===== config.mk =====
export PLATFORM = sky130hd
export DESIGN_NAME = stsi_queue
export DESIGN_NICKNAME = d
export VERILOG_FILES = /design/src/rtl/stsi_pkg.sv /design/src/rtl/stsi_queue.sv
export VERILOG_INCLUDE_DIRS = /design/src /design/src/rtl
export SDC_FILE = /design/constraint.sdc
export NUM_CORES = 1
export LEC_CHECK = 0
export CORE_MARGIN = 4
export CORE_UTILIZATION = 33
export CTS_CLUSTER_DIAMETER = 100
export DETAILED_ROUTE_END_ITERATION = 10
export DONT_BUFFER_PORTS = 1
export HOLD_SLACK_MARGIN = 0.12
export PLACE_DENSITY = 0.43
export SLEW_MARGIN = 10
export SYNTH_ARGS = -nofsm -noshare
export SYNTH_HDL_FRONTEND = slang
export SYNTH_SLANG_ARGS = --single-unit
export TNS_END_PERCENT = 10

===== constraint.sdc =====
create_clock -name clk -period 21.5 [get_ports clk]
set_clock_uncertainty 0.05 [all_clocks]
set_input_delay 2.15 -clock clk [delete_from_list [all_inputs] [get_ports clk]]
set_output_delay 2.15 -clock clk [all_outputs]
set_load 0.005 [all_outputs]

===== src/rtl/snap_to_segment_intersection_assert.svh =====
// Assertion macros shared by the snap-to-intersection RTL.
`ifndef SNAP_TO_SEGMENT_INTERSECTION_ASSERT_SVH
`define SNAP_TO_SEGMENT_INTERSECTION_ASSERT_SVH
// same-cycle implication, clocked on clk, off during reset
`define STSI_ASSERT_IMPL(lbl, ante, cons, msg) \
	lbl: assert property (@(posedge clk) disable iff (!arst_n) (ante) |-> (cons)) \
		else $error(msg);
// next-cycle implication
`define STSI_ASSERT_NEXT(lbl, ante, cons, msg) \
	lbl: assert property (@(posedge clk) disable iff (!arst_n) (ante) |=> (cons)) \
		else $error(msg);
`endif


===== src/rtl/stsi_pkg.sv =====
// Shared constants, types and helpers for the snap-to-intersection block.
`default_nettype none
package stsi_pkg;
	localparam int COORD_BITS_DEF = 24;
	localparam int QUEUE_DEPTH    = 2;

	typedef struct packed {
		logic vld;
		logic hit;
	} ctl_t;

	// width of one queue entry for coordinate width w
	function automatic int entry_bits(input int w);
		return 12 * w + 5;
	endfunction
endpackage
`default_nettype wire


===== src/rtl/stsi_queue.sv =====
// Small FIFO between the front end and the back end.
`default_nettype none
`include "snap_to_segment_intersection_assert.svh"
module stsi_queue #(
	parameter int EW    = stsi_pkg::entry_bits(stsi_pkg::COORD_BITS_DEF),
	parameter int DEPTH = stsi_pkg::QUEUE_DEPTH
) (
	input  wire logic          clk,
	input  wire logic          arst_n,
	input  wire logic          push,
	input  wire logic [EW-1:0] din,
	input  wire logic          pop,
	output logic [EW-1:0]      dout,
	output logic               empty,
	output logic               full
);
	localparam int AW = (DEPTH > 1) ? $clog2(DEPTH) : 1;
	localparam int CW = $clog2(DEPTH + 1);

	logic [EW-1:0] mem_q [DEPTH];
	logic [AW-1:0] wr_q, rd_q;
	logic [CW-1:0] cnt_q;
	logic do_push, do_pop;

	assign empty   = (cnt_q == '0);
	assign full    = (cnt_q == CW'(DEPTH));
	assign do_pop  = pop && !empty;
	assign do_push = push && (!full || do_pop);
	assign dout    = mem_q[rd_q];

	always_ff @(posedge clk or negedge arst_n) begin
		if (!arst_n) begin
			wr_q  <= '0;
			rd_q  <= '0;
			cnt_q <= '0;
		end else begin
			if (do_push) wr_q <= (wr_q == AW'(DEPTH - 1)) ? '0 : wr_q + 1'b1;
			if (do_pop)  rd_q <= (rd_q == AW'(DEPTH - 1)) ? '0 : rd_q + 1'b1;
			cnt_q <= cnt_q + CW'(do_push) - CW'(do_pop);
		end
	end

	always_ff @(posedge clk) begin
		if (do_push) mem_q[wr_q] <= din;
	end

	`STSI_ASSERT_IMPL(a_no_overflow, push && full, pop, "queue beat dropped while full")
	`STSI_ASSERT_NEXT(a_push_lands, push && !pop && !full, !empty, "pushed beat not in queue")
endmodule
`default_nettype wire


==> results of run 1 <==
power breakdown:
| group | switching (mW) | total [mW] | internal, mW |
|---|---|---|---|
| registers | 0.0786 | 1.64 | 1.56 |
| clock network | 0.451 | 1.11 | 0.658 |
| logic | 0.478 | 0.903 | 0.425 |
worst paths after layout:
path / to / slack, ns / cells past startpoint / from
worst min-delay path: wr_q / 0.50 / 1 / wr_q
worst max register to register: mem_q[0][119] / 18.29 / 5 / cnt_q[0]
max in group asynchronous: rd_q / 20.13 / 0 / arst_n
min in group asynchronous: rd_q / 1.19 / 0 / arst_n
worst min register to register: wr_q / 0.50 / 1 / wr_q
worst max-delay path: dout[119] / 14.53 / 4 / rd_q
sequential cells by signal (all words and copies together) (netlist names):
register,cells
cnt_q,2
mem_q,586
rd_q,1
wr_q,1
area by class of cell:
cell class	instances	area, µm²
Antenna cell	1	2.50
Sequential cell	590	17700
Clock buffer	89	1800
Clock inverter	33	364
Multi-Input combinational cell	311	4400
Timing Repair Buffer	11	108
Fill cell	6070	41800
Tap cell	873	1090
Inverter	2	7.51
stage by stage:
stage          hold slack, ns  setup slack, ns
2_1_floorplan           0.418             6.10
3_3_place_gp            0.492            15.12
3_5_place_dp            0.494            15.05
4_1_cts                 0.505            14.37
5_1_grt                 0.516            14.24
6_report                0.497            14.53
logic make-up (layout without fill, tap and decap cells):
family                     after synthesis  after routing  synth area share, %
DFF                                    590            590                 78.8
muxes                                  293            293                 19.0
buffers and inverters                   35            135                 1.62
and+or+nand+nor                          9              9                0.201
AOI/OAI and AO/OA                        4              4               0.0891
xor gates and xnor gates                 4              4                0.156
adders and majority gates                1              1               0.0557
other                                    0              1                    0
cell usage after synthesis (all sizes together):
cell | number | share of area (%)
a21oi | 2 | 0.045
nand2 | 2 | 0.033
o21ai | 2 | 0.045
edfxtp | 586 | 78
mux2 | 293 | 19
dfrtp | 4 | 0.45
nor2 | 4 | 0.067
nand2b | 2 | 0.056
inv | 2 | 0.033
nor4bb | 1 | 0.045
xnor2 | 3 | 0.12
ha | 1 | 0.056
xor2 | 1 | 0.039
buf | 33 | 1.6
cell usage in the layout, fill, tap and decap left out:
master                      Yosys  routed
sky130_fd_sc_hd__clkinv_16      0       1
sky130_fd_sc_hd__clkbuf_16      0      69
sky130_fd_sc_hd__clkinv_4       0       2
sky130_fd_sc_hd__o21ai_1        1       1
sky130_fd_sc_hd__a21oi_1        2       2
sky130_fd_sc_hd__clkinv_1       0      11
sky130_fd_sc_hd__nor2_4         0       2
sky130_fd_sc_hd__xor2_1         1       1
sky130_fd_sc_hd__mux2_4       260     260
sky130_fd_sc_hd__clkinv_2       0       8
sky130_fd_sc_hd__nand2_1        2       2
sky130_fd_sc_hd__buf_4          0       9
sky130_fd_sc_hd__dfrtp_1        4       3
sky130_fd_sc_hd__bufinv_16      0       5
sky130_fd_sc_hd__inv_1          2       2
sky130_fd_sc_hd__diode_2        0       1
sky130_fd_sc_hd__o21ai_0        1       1
sky130_fd_sc_hd__xnor2_1        3       3
sky130_fd_sc_hd__nor2_1         4       2
sky130_fd_sc_hd__clkbuf_1       0      20
sky130_fd_sc_hd__ha_1           1       1
sky130_fd_sc_hd__inv_6          0       2
sky130_fd_sc_hd__dfrtp_4        0       1
sky130_fd_sc_hd__clkinv_8       0       1
sky130_fd_sc_hd__inv_16         0       2
sky130_fd_sc_hd__inv_8          0       1
sky130_fd_sc_hd__nand2b_1       2       2
sky130_fd_sc_hd__nor4bb_1       1       1
sky130_fd_sc_hd__edfxtp_1     586     586
sky130_fd_sc_hd__buf_12         0       2
sky130_fd_sc_hd__mux2_2        33      33
routing by layer:
layer  up-vias  wire length [µm]  track usage, %
li1       3837                 -               -
met1      4449             15600            12.5
met2       356             26100            22.7
met3        75              6720            8.35
met4         4              1330            4.37
met5         -                25               0
==> results_dict.tcl, run 1 <==
set metrics [dict create \
    detail-route-antenna-nets 0 \
    run_status "finished clean" \
    timing.final.hold_violations 0 \
    cts_max_path_buffers 3 \
    area_growth_syn_to_layout_pct 13.5 \
    netlist_instances 936 \
    crit_family "buffers and inverters" \
    drc 0 \
    critical_path.endpoint_type "primary output" \
    finalMaxSlewViolations 0 \
    core_area_um2 67300 \
    cts_htree_levels 3 \
    worstHoldPathType "reg -> reg" \
    drt-pass1-iter-count 4 \
    post_synthesis_area_per_instance_um2 24.0 \
    yosys_warnings 0 \
    placed_area_um2 23300 \
    clockRootBuffer "sky130_fd_sc_hd__clkbuf_16" \
    post_cts.repair.setup_buffers 0 \
    p_total_mw 3.65 \
    transition_time_at_the_pin_with_the_least_slew_margin_ns 1.13 \
    crit_type "reg -> out" \
    final_layout_size_suffix_gt1_share_pct 38.4 \
    crit_slowest_cell "sky130_fd_sc_hd__dfrtp_4" \
    layout_worst_path_cycle_share_pct 32.4 \
    startpoint_type "register" \
    worst_ir_drop_vdd_mv 0.126 \
    dieArea_um2 72300 \
    timing.fmax_ghz 0.143 \
    total_leakage_power_nw 8.96 \
    layout.core_utilization_pct 37.9 \
    boundaryPins 592 \
    antenna_found_initial 2 \
    powerDensity_nw_per_um2 143 \
    fp-row-count 95 \
    wire_length_of_the_first_global_routing_pass_um 67100 \
    drt_first_iter_violations 548 \
    drt-total-wl_um 49700 \
    grt_max_degree 160 \
    post_cts.resized_instances 0 \
    critical_path_peak_fanout 56 \
    cts_hold_buf 0 \
    crit_path_buf_inv_count 3 \
    crit_chain "buf_4 -> buf_4 -> buf_4 -> mux2_4" \
    slew_headroom_pct 24.9 \
    floorplan.die.width_um 269 \
    timing.critical_path.required_ns 19.30 \
    synth_cell_types 18 \
    crit_path_frequent_cell "sky130_fd_sc_hd__buf_4" \
    detail_route.wl_per_cell_um 26.0 \
    detailed_place_hpwl_um 33900 \
    post_layout_instance_count_excluding_filler_cells 1910 \
    syn_nets 1234 \
    die_height_um 269 \
    gpl.final_weighted_congestion 0.692 \
    final_net_count 1282 \
    cts_tree "done" \
    post_drt_via_cell_ratio 4.57 \
    cts-buffers-inserted 68 \
    worstPathArrival_ns 4.77 \
    report.final.setup_viol 0 \
    timing.final.crit_period_ns 6.97 \
    grt_use_total_pct 13.0 \
    clk_pin_slew_worst_paths_ns 0.05 \
    setup-tns-final_ns 0 \
    worst_skew_pair.late_latency_ns 0.60 \
    finish.instance_area_um2 25500 \
    cap_viol_max_count 0 \
    timing.critical_path.slowest_cell_delay_ns 1.02 \
    cts.sink_count 590 \
    floorplan.initialDensity_pct 33.4 \
    ys_ff_latch 590 \
    numPortBuffers 0 \
    unrepaired_setup_endpoints_after_global_routing "false" \
    vias 8721 \
    number_of_global_route_vias_before_repair 9153 \
    placedCellCount 1787 \
    globalRouteOverflowTotal 0 \
    sequential_to_total_area_share_from_yosys_stat_pct 78.8 \
    post_synth_instance_area_um2 22400 \
]
Note: power is estimated with default switching activity, not from simulation.
==> run 2: changes to the inputs <==
==> constraint.sdc (replaced) <==
create_clock -name clk -period 6.65 [get_ports clk]
set_clock_uncertainty 0.05 [all_clocks]
set_input_delay 0.665 -clock clk [delete_from_list [all_inputs] [get_ports clk]]
set_output_delay 0.665 -clock clk [all_outputs]
set_load 0.005 [all_outputs]
==> run 2 against run 1 <==
  * Hold slack lost 0.30 ns
  * Largest power group unchanged
  * Via count rose by 14%
  * Critical endpoint is now dout[276]
  * Count of clock-buffer cells in the layout decreased by 7
  * Sequential cell count did not move
==> results_dict.tcl, run 2 (synthesis gave the netlist of run 1 again) <==
set metrics [dict create \
    run_status "finished clean" \
    final_net_count 1575 \
    powerDensity_nw_per_um2 419 \
    worst_skew_pair.late_latency_ns 0.60 \
    slew_headroom_pct 21.1 \
    gpl.final_weighted_congestion 0.693 \
    place_worst_setup_slack_ns 3.75 \
    dieArea_um2 72300 \
    worstPathArrival_ns 2.55 \
    crit_type "reg -> out" \
    numPortBuffers 0 \
    drt-total-wl_um 51000 \
    layout_worst_path_cycle_share_pct 49.1 \
    cts.sink_count 590 \
    floorplan.initialDensity_pct 33.4 \
    area_growth_syn_to_layout_pct 26.4 \
    hold_path_end "rd_q" \
    clockRootBuffer "sky130_fd_sc_hd__clkbuf_16" \
    setup.reg_to_reg.worst_slack_ns 3.74 \
    critical_path.endpoint_type "primary output" \
    cts-buffers-inserted 67 \
    antenna_found_initial 6 \
    critical_path.reg2reg.startpoint "cnt_q[0]" \
    worst_slack_ns 3.39 \
    finalMaxSlewViolations 0 \
    post_drt_via_cell_ratio 4.50 \
    sequentialPowerShare_pct 44.0 \
    multi_input_area_um2 4400 \
    vias 9911 \
    grt_max_degree 157 \
    floorplan.die.width_um 269 \
    unrepaired_setup_endpoints_after_global_routing "false" \
    report.final.setup_viol 0 \
    top_register "mem_q" \
    cts_max_path_buffers 3 \
    post_cts.repair.setup_buffers 0 \
    setup-tns-final_ns 0 \
    netSwitchingFraction_pct 28.1 \
    timing.fmax_ghz 0.306 \
    share_comb_of_total_power_pct 26.9 \
    p_total_mw 11.9 \
    r2r_cells 5 \
    layout.core_utilization_pct 42.2 \
    highest_count_cells_in_the_layout_ignoring_fill_and_taps "586 x sky130_fd_sc_hd__edfxtp_1, 294 x sky130_fd_sc_hd__dlygate4sd3_1, 260 x sky130_fd_sc_hd__mux2_4" \
    worstHoldPathType "in -> reg" \
    mostFrequentLayoutCell "sky130_fd_sc_hd__edfxtp_1" \
    layout_top_registers "mem_q (586), cnt_q (2)" \
    drt-pass1-iter-count 4 \
    layout.area.seq_um2 17700 \
    startpoint_type "register" \
    die_height_um 269 \
    finish.instance_area_um2 28400 \
    timing.critical_path.required_ns 5.93 \
    worst_ir_drop_vdd_mv 0.377 \
    total_leakage_power_nw 10.2 \
    detail-route-antenna-nets 0 \
    reg2reg_to "mem_q[0][272]" \
    cts_tree "done" \
    clockPowerShare_pct 29.1 \
    timing.final.crit_period_ns 3.26 \
    fillers 5983 \
    detailed_place_hpwl_um 34100 \
    internal_power_mw 8.55 \
    cap_viol_max_count 0 \
    core_area_um2 67300 \
    timing.final.hold_violations 0 \
    min-delay-start "pop" \
    hold_ws_ns 0.196 \
    placedCellCount 1787 \
    largest_register_ffs 586 \
    worst_hold_path.num_cells 2 \
    critical_path_peak_fanout 49 \
    placed_area_um2 23300 \
    post_layout_instance_count_excluding_filler_cells 2204 \
    fp-row-count 95 \
    wire_length_of_the_first_global_routing_pass_um 70700 \
    transition_time_at_the_pin_with_the_least_slew_margin_ns 1.18 \
    cts_htree_levels 3 \
    detail_route.wl_per_cell_um 23.1 \
    clk_pin_slew_worst_paths_ns 0.06 \
    number_of_global_route_vias_before_repair 10600 \
    power.switching_mw 3.34 \
    grt_use_total_pct 13.3 \
    globalRouteOverflowTotal 0 \
    drt_first_iter_violations 475 \
    boundaryPins 592 \
    critPathLaunch "rd_q" \
    final_layout_size_suffix_gt1_share_pct 29.5 \
    drc 0 \
]
[run 2: cell count changes in the layout (fill, tap and decap cells not counted), moves of 3 or more]
cell / change
sky130_fd_sc_hd__dlygate4sd3_1: +294
sky130_fd_sc_hd__clkinv_1: +9
sky130_fd_sc_hd__clkbuf_1: -6
sky130_fd_sc_hd__buf_12: +3
sky130_fd_sc_hd__buf_4: -3
sky130_fd_sc_hd__diode_2: +3
[run 2: critical path: stages (launching register included)]
cell and delay, ns:
sky130_fd_sc_hd__dfrtp_4 0.70, sky130_fd_sc_hd__buf_4 0.77, sky130_fd_sc_hd__mux2_2 0.44
[run 2: worst max path at each step]
stage / to / slack, ns / cells past startpoint
5_1_grt: dout[276] / 3.22 / 2
2_1_floorplan: mem_q[0][0] / -2.31 / 2
3_3_place_gp: mem_q[0][1] / 3.74 / 4
3_5_place_dp: mem_q[0][274] / 3.75 / 4
6_report: dout[276] / 3.39 / 2
4_1_cts: dout[3] / 3.27 / 2
[run 2: layout make-up]
| cell class | count | area share [%] |
|---|---|---|
| sequential | 590 | 62.4 |
| multi-input combinational | 311 | 15.5 |
| timing repair buffer | 305 | 10.9 |
| clock buffer | 82 | 6.18 |
| tap | 873 | 3.85 |
| clock inverter | 37 | 1.14 |
| antenna | 4 | 0.0353 |
| inverter | 2 | 0.0265 |
[run 2: timing repair]
action	4_1_cts	5_1_grt
hold endpoints to repair	590	0
gates resized for setup	0	0
hold buffers	294	0
[run 2: metal layers]
metal	up-vias	track usage (%)	routed length, µm
met3	88	6.17	5030
met2	367	23.6	26700
met5	-	0	13
li1	4439	-	-
met4	2	4.22	1290
met1	5015	14.1	18000
[run 2: power by group through the flow]
stage | clock, mW | combinational [mW] | sequential (mW)
after detailed placement | 0 | 3.12 | 5.32
final | 3.47 | 3.20 | 5.23
after CTS | 3.59 | 3.31 | 5.24
after global placement | 0 | 3.14 | 5.29
after floorplan | 0 | 2.45 | 5.46
after global routing | 3.76 | 3.40 | 5.30
==> run 3: changes to the inputs <==
--- a/config.mk
+++ b/config.mk
@@ -6,6 +6,7 @@
 export SDC_FILE = /design/constraint.sdc
 export NUM_CORES = 1
 export LEC_CHECK = 0
+export ABC_AREA = 1
 export CORE_MARGIN = 4
 export CORE_UTILIZATION = 33
 export CTS_CLUSTER_DIAMETER = 100
==> constraint.sdc (replaced) <==
create_clock -name clk -period 3.01 [get_ports clk]
set_clock_uncertainty 0.05 [all_clocks]
set_input_delay 0.301 -clock clk [delete_from_list [all_inputs] [get_ports clk]]
set_output_delay 0.301 -clock clk [all_outputs]
set_load 0.005 [all_outputs]
==> run 3 against run 2 <==
  * Synthesized cell count rose by 68%
  * Largest cell class unchanged
  * Sequential share of layout area rose by 1.6 points
  * Sequential power rose by 120%
  * Design area fell by 2.5%
  * Combinational power rose by 97%
  * Area after synthesis fell by 3.6%
  * Final cell count rose by 27%
  * Global-route usage rose by 2.4 points
==> results_dict.tcl, run 3 <==
set metrics [dict create \
    critical_path.reg2reg.startpoint "cnt_q[0]" \
    synthDominantAreaCellType "sky130_fd_sc_hd__edfxtp_1" \
    timing.final.hold_violations 0 \
    detailed_place_hpwl_um 36600 \
    timing.final.crit_period_ns 2.79 \
    startpoint_type "register" \
    clockRootBuffer "sky130_fd_sc_hd__clkbuf_16" \
    synth_cell_types 12 \
    grt_max_degree 142 \
    drt_first_iter_violations 897 \
    globalRouteOverflowTotal 0 \
    post_synthesis_area_per_instance_um2 13.8 \
    p_total_mw 25.7 \
    placedCellCount 2375 \
    ys_ff_latch 590 \
    worst_slack_ns 0.222 \
    sequential_to_total_area_share_from_yosys_stat_pct 81.8 \
    crit_type "reg -> out" \
    post_layout_instance_count_excluding_filler_cells 2798 \
    hold_path_end "mem_q[0][249]" \
    timing.fmax_ghz 0.359 \
    top_register "mem_q" \
    drt-total-wl_um 56400 \
    run_status "finished clean" \
    core_area_um2 64700 \
    mostFrequentLayoutCell "sky130_fd_sc_hd__nand2_1" \
    detail-route-antenna-nets 0 \
    boundaryPins 592 \
    cts_htree_levels 3 \
    clk_pin_slew_worst_paths_ns 0.06 \
    worst_hold_path.num_cells 1 \
    die_height_um 264 \
    drt-pass1-iter-count 5 \
    post_drt_via_cell_ratio 4.49 \
    min-delay-start "din[249]" \
    synth_area_leaders "sky130_fd_sc_hd__edfxtp_1 81%, sky130_fd_sc_hd__nand2_1 16%, sky130_fd_sc_hd__buf_6 1.2%" \
    synthDominantCellAreaShare_pct 81.3 \
    worst_skew_pair.late_latency_ns 0.58 \
    unrepaired_setup_endpoints_after_global_routing "false" \
    gpl.final_weighted_congestion 0.776 \
    layout_worst_path_cycle_share_pct 92.6 \
    setup-tns-final_ns 0 \
    worstPathArrival_ns 2.44 \
    detail_route.wl_per_cell_um 20.1 \
    synth_common_cells "894 x sky130_fd_sc_hd__nand2_1, 586 x sky130_fd_sc_hd__edfxtp_1, 30 x sky130_fd_sc_hd__buf_2" \
    wire_length_of_the_first_global_routing_pass_um 83000 \
    critical_path.endpoint_type "primary output" \
    largest_register_ffs 586 \
    numPortBuffers 0 \
    transition_time_at_the_pin_with_the_least_slew_margin_ns 0.804 \
    cap_viol_max_count 0 \
    place_worst_setup_slack_ns 0.823 \
    highest_count_cells_in_the_layout_ignoring_fill_and_taps "894 x sky130_fd_sc_hd__nand2_1, 586 x sky130_fd_sc_hd__edfxtp_1, 299 x sky130_fd_sc_hd__dlygate4sd3_1" \
    ys_dominant_reg_cell "sky130_fd_sc_hd__edfxtp_1" \
    syn_nets 1866 \
    worstHoldPathType "in -> reg" \
    dieArea_um2 69700 \
    setup.reg_to_reg.worst_slack_ns 1.01 \
    vias 12600 \
    cts-buffers-inserted 67 \
    drc 0 \
    post_synth_instance_area_um2 21600 \
    r2r_cells 6 \
    critical_path_peak_fanout 141 \
    synth_enable_flop_cells 586 \
    number_of_global_route_vias_before_repair 12800 \
    yosys_warnings 0 \
    total_leakage_power_nw 10.6 \
    floorplan.initialDensity_pct 33.4 \
    slew_headroom_pct 46.4 \
    final_layout_size_suffix_gt1_share_pct 6.15 \
    hold_ws_ns 0.314 \
    fp-row-count 93 \
    netlist_instances 1568 \
    post_cts.resized_instances 0 \
    finalMaxSlewViolations 0 \
    final_net_count 2186 \
    most_frequent_cell_after_synthesis "sky130_fd_sc_hd__nand2_1" \
    asyncSetResetFlopFracSynth_pct 0.678 \
    report.final.setup_viol 0 \
    area_growth_syn_to_layout_pct 27.8 \
    worst_ir_drop_vdd_mv 0.788 \
    cts_tree "done" \
    powerDensity_nw_per_um2 930 \
    layout_top_registers "mem_q (586), cnt_q (2)" \
    cts.sink_count 590 \
    reg2reg_to "wr_q" \
    timing.critical_path.required_ns 2.66 \
    antenna_found_initial 7 \
    floorplan.die.width_um 264 \
    cts_max_path_buffers 3 \
    grt_use_total_pct 15.7 \
]
[run 3: cells by family after synthesis]
kind of cell / share of synthesized area [%]
adder cells (fa/ha/maj): 0.0578
AND/OR/NAND/NOR: 15.7
flip-flops: 81.8
buffers and inverters: 2.46
[run 3: per-stage QoR]
stage / cell area [µm²] / util, %
after floorplan: 21700 / -
after global placement: 22500 / 34.8
after detailed placement: 22500 / 34.8
after CTS: 27600 / 42.7
after global routing: 27600 / 42.7
final: 27700 / 42.7
[run 3: critical path: stages, from the launching register on]
cell and delay [ns]:
sky130_fd_sc_hd__dfrtp_4 0.75, sky130_fd_sc_hd__buf_12 0.48, sky130_fd_sc_hd__nand2_1 0.23, sky130_fd_sc_hd__nand2_1 0.18
[run 3: report_power, final]
| group | switching (mW) | total, mW | internal (mW) |
|---|---|---|---|
| registers | 0.456 | 11.5 | 11.1 |
| clock network | 3.21 | 7.91 | 4.70 |
| logic | 4.82 | 6.29 | 1.46 |
[run 3: worst max-delay path by stage]
stage,from,to,slack [ns]
floorplan,cnt_q[0],mem_q[0][0],-2.43
global placement,rd_q,dout[44],0.85
detailed placement,rd_q,dout[44],0.82
CTS,rd_q,dout[44],0.17
global route,rd_q,dout[78],0.11
finish,rd_q,dout[78],0.22
[run 3: layout make-up]
type / instances / area, µm²
Inverter: 10 / 48.8
Timing Repair Buffer: 316 / 3260
Tap cell: 855 / 1070
Clock buffer: 81 / 1750
Sequential cell: 590 / 17700
Clock inverter: 36 / 388
Antenna cell: 7 / 17.5
Multi-Input combinational cell: 903 / 3420
Fill cell: 5869 / 37000
[run 3: repair_timing]
action / CTS / global route
hold endpoints to repair: 594 / 0
setup buffers: 0 / 0
hold buffers: 299 / 0
[run 3: layer usage]
metal	global-route usage (%)	part of all wire [%]
met2	26.2	50
met4	4.64	2.7
met1	18.3	38
met5	0	0.037
met3	7.12	9.7
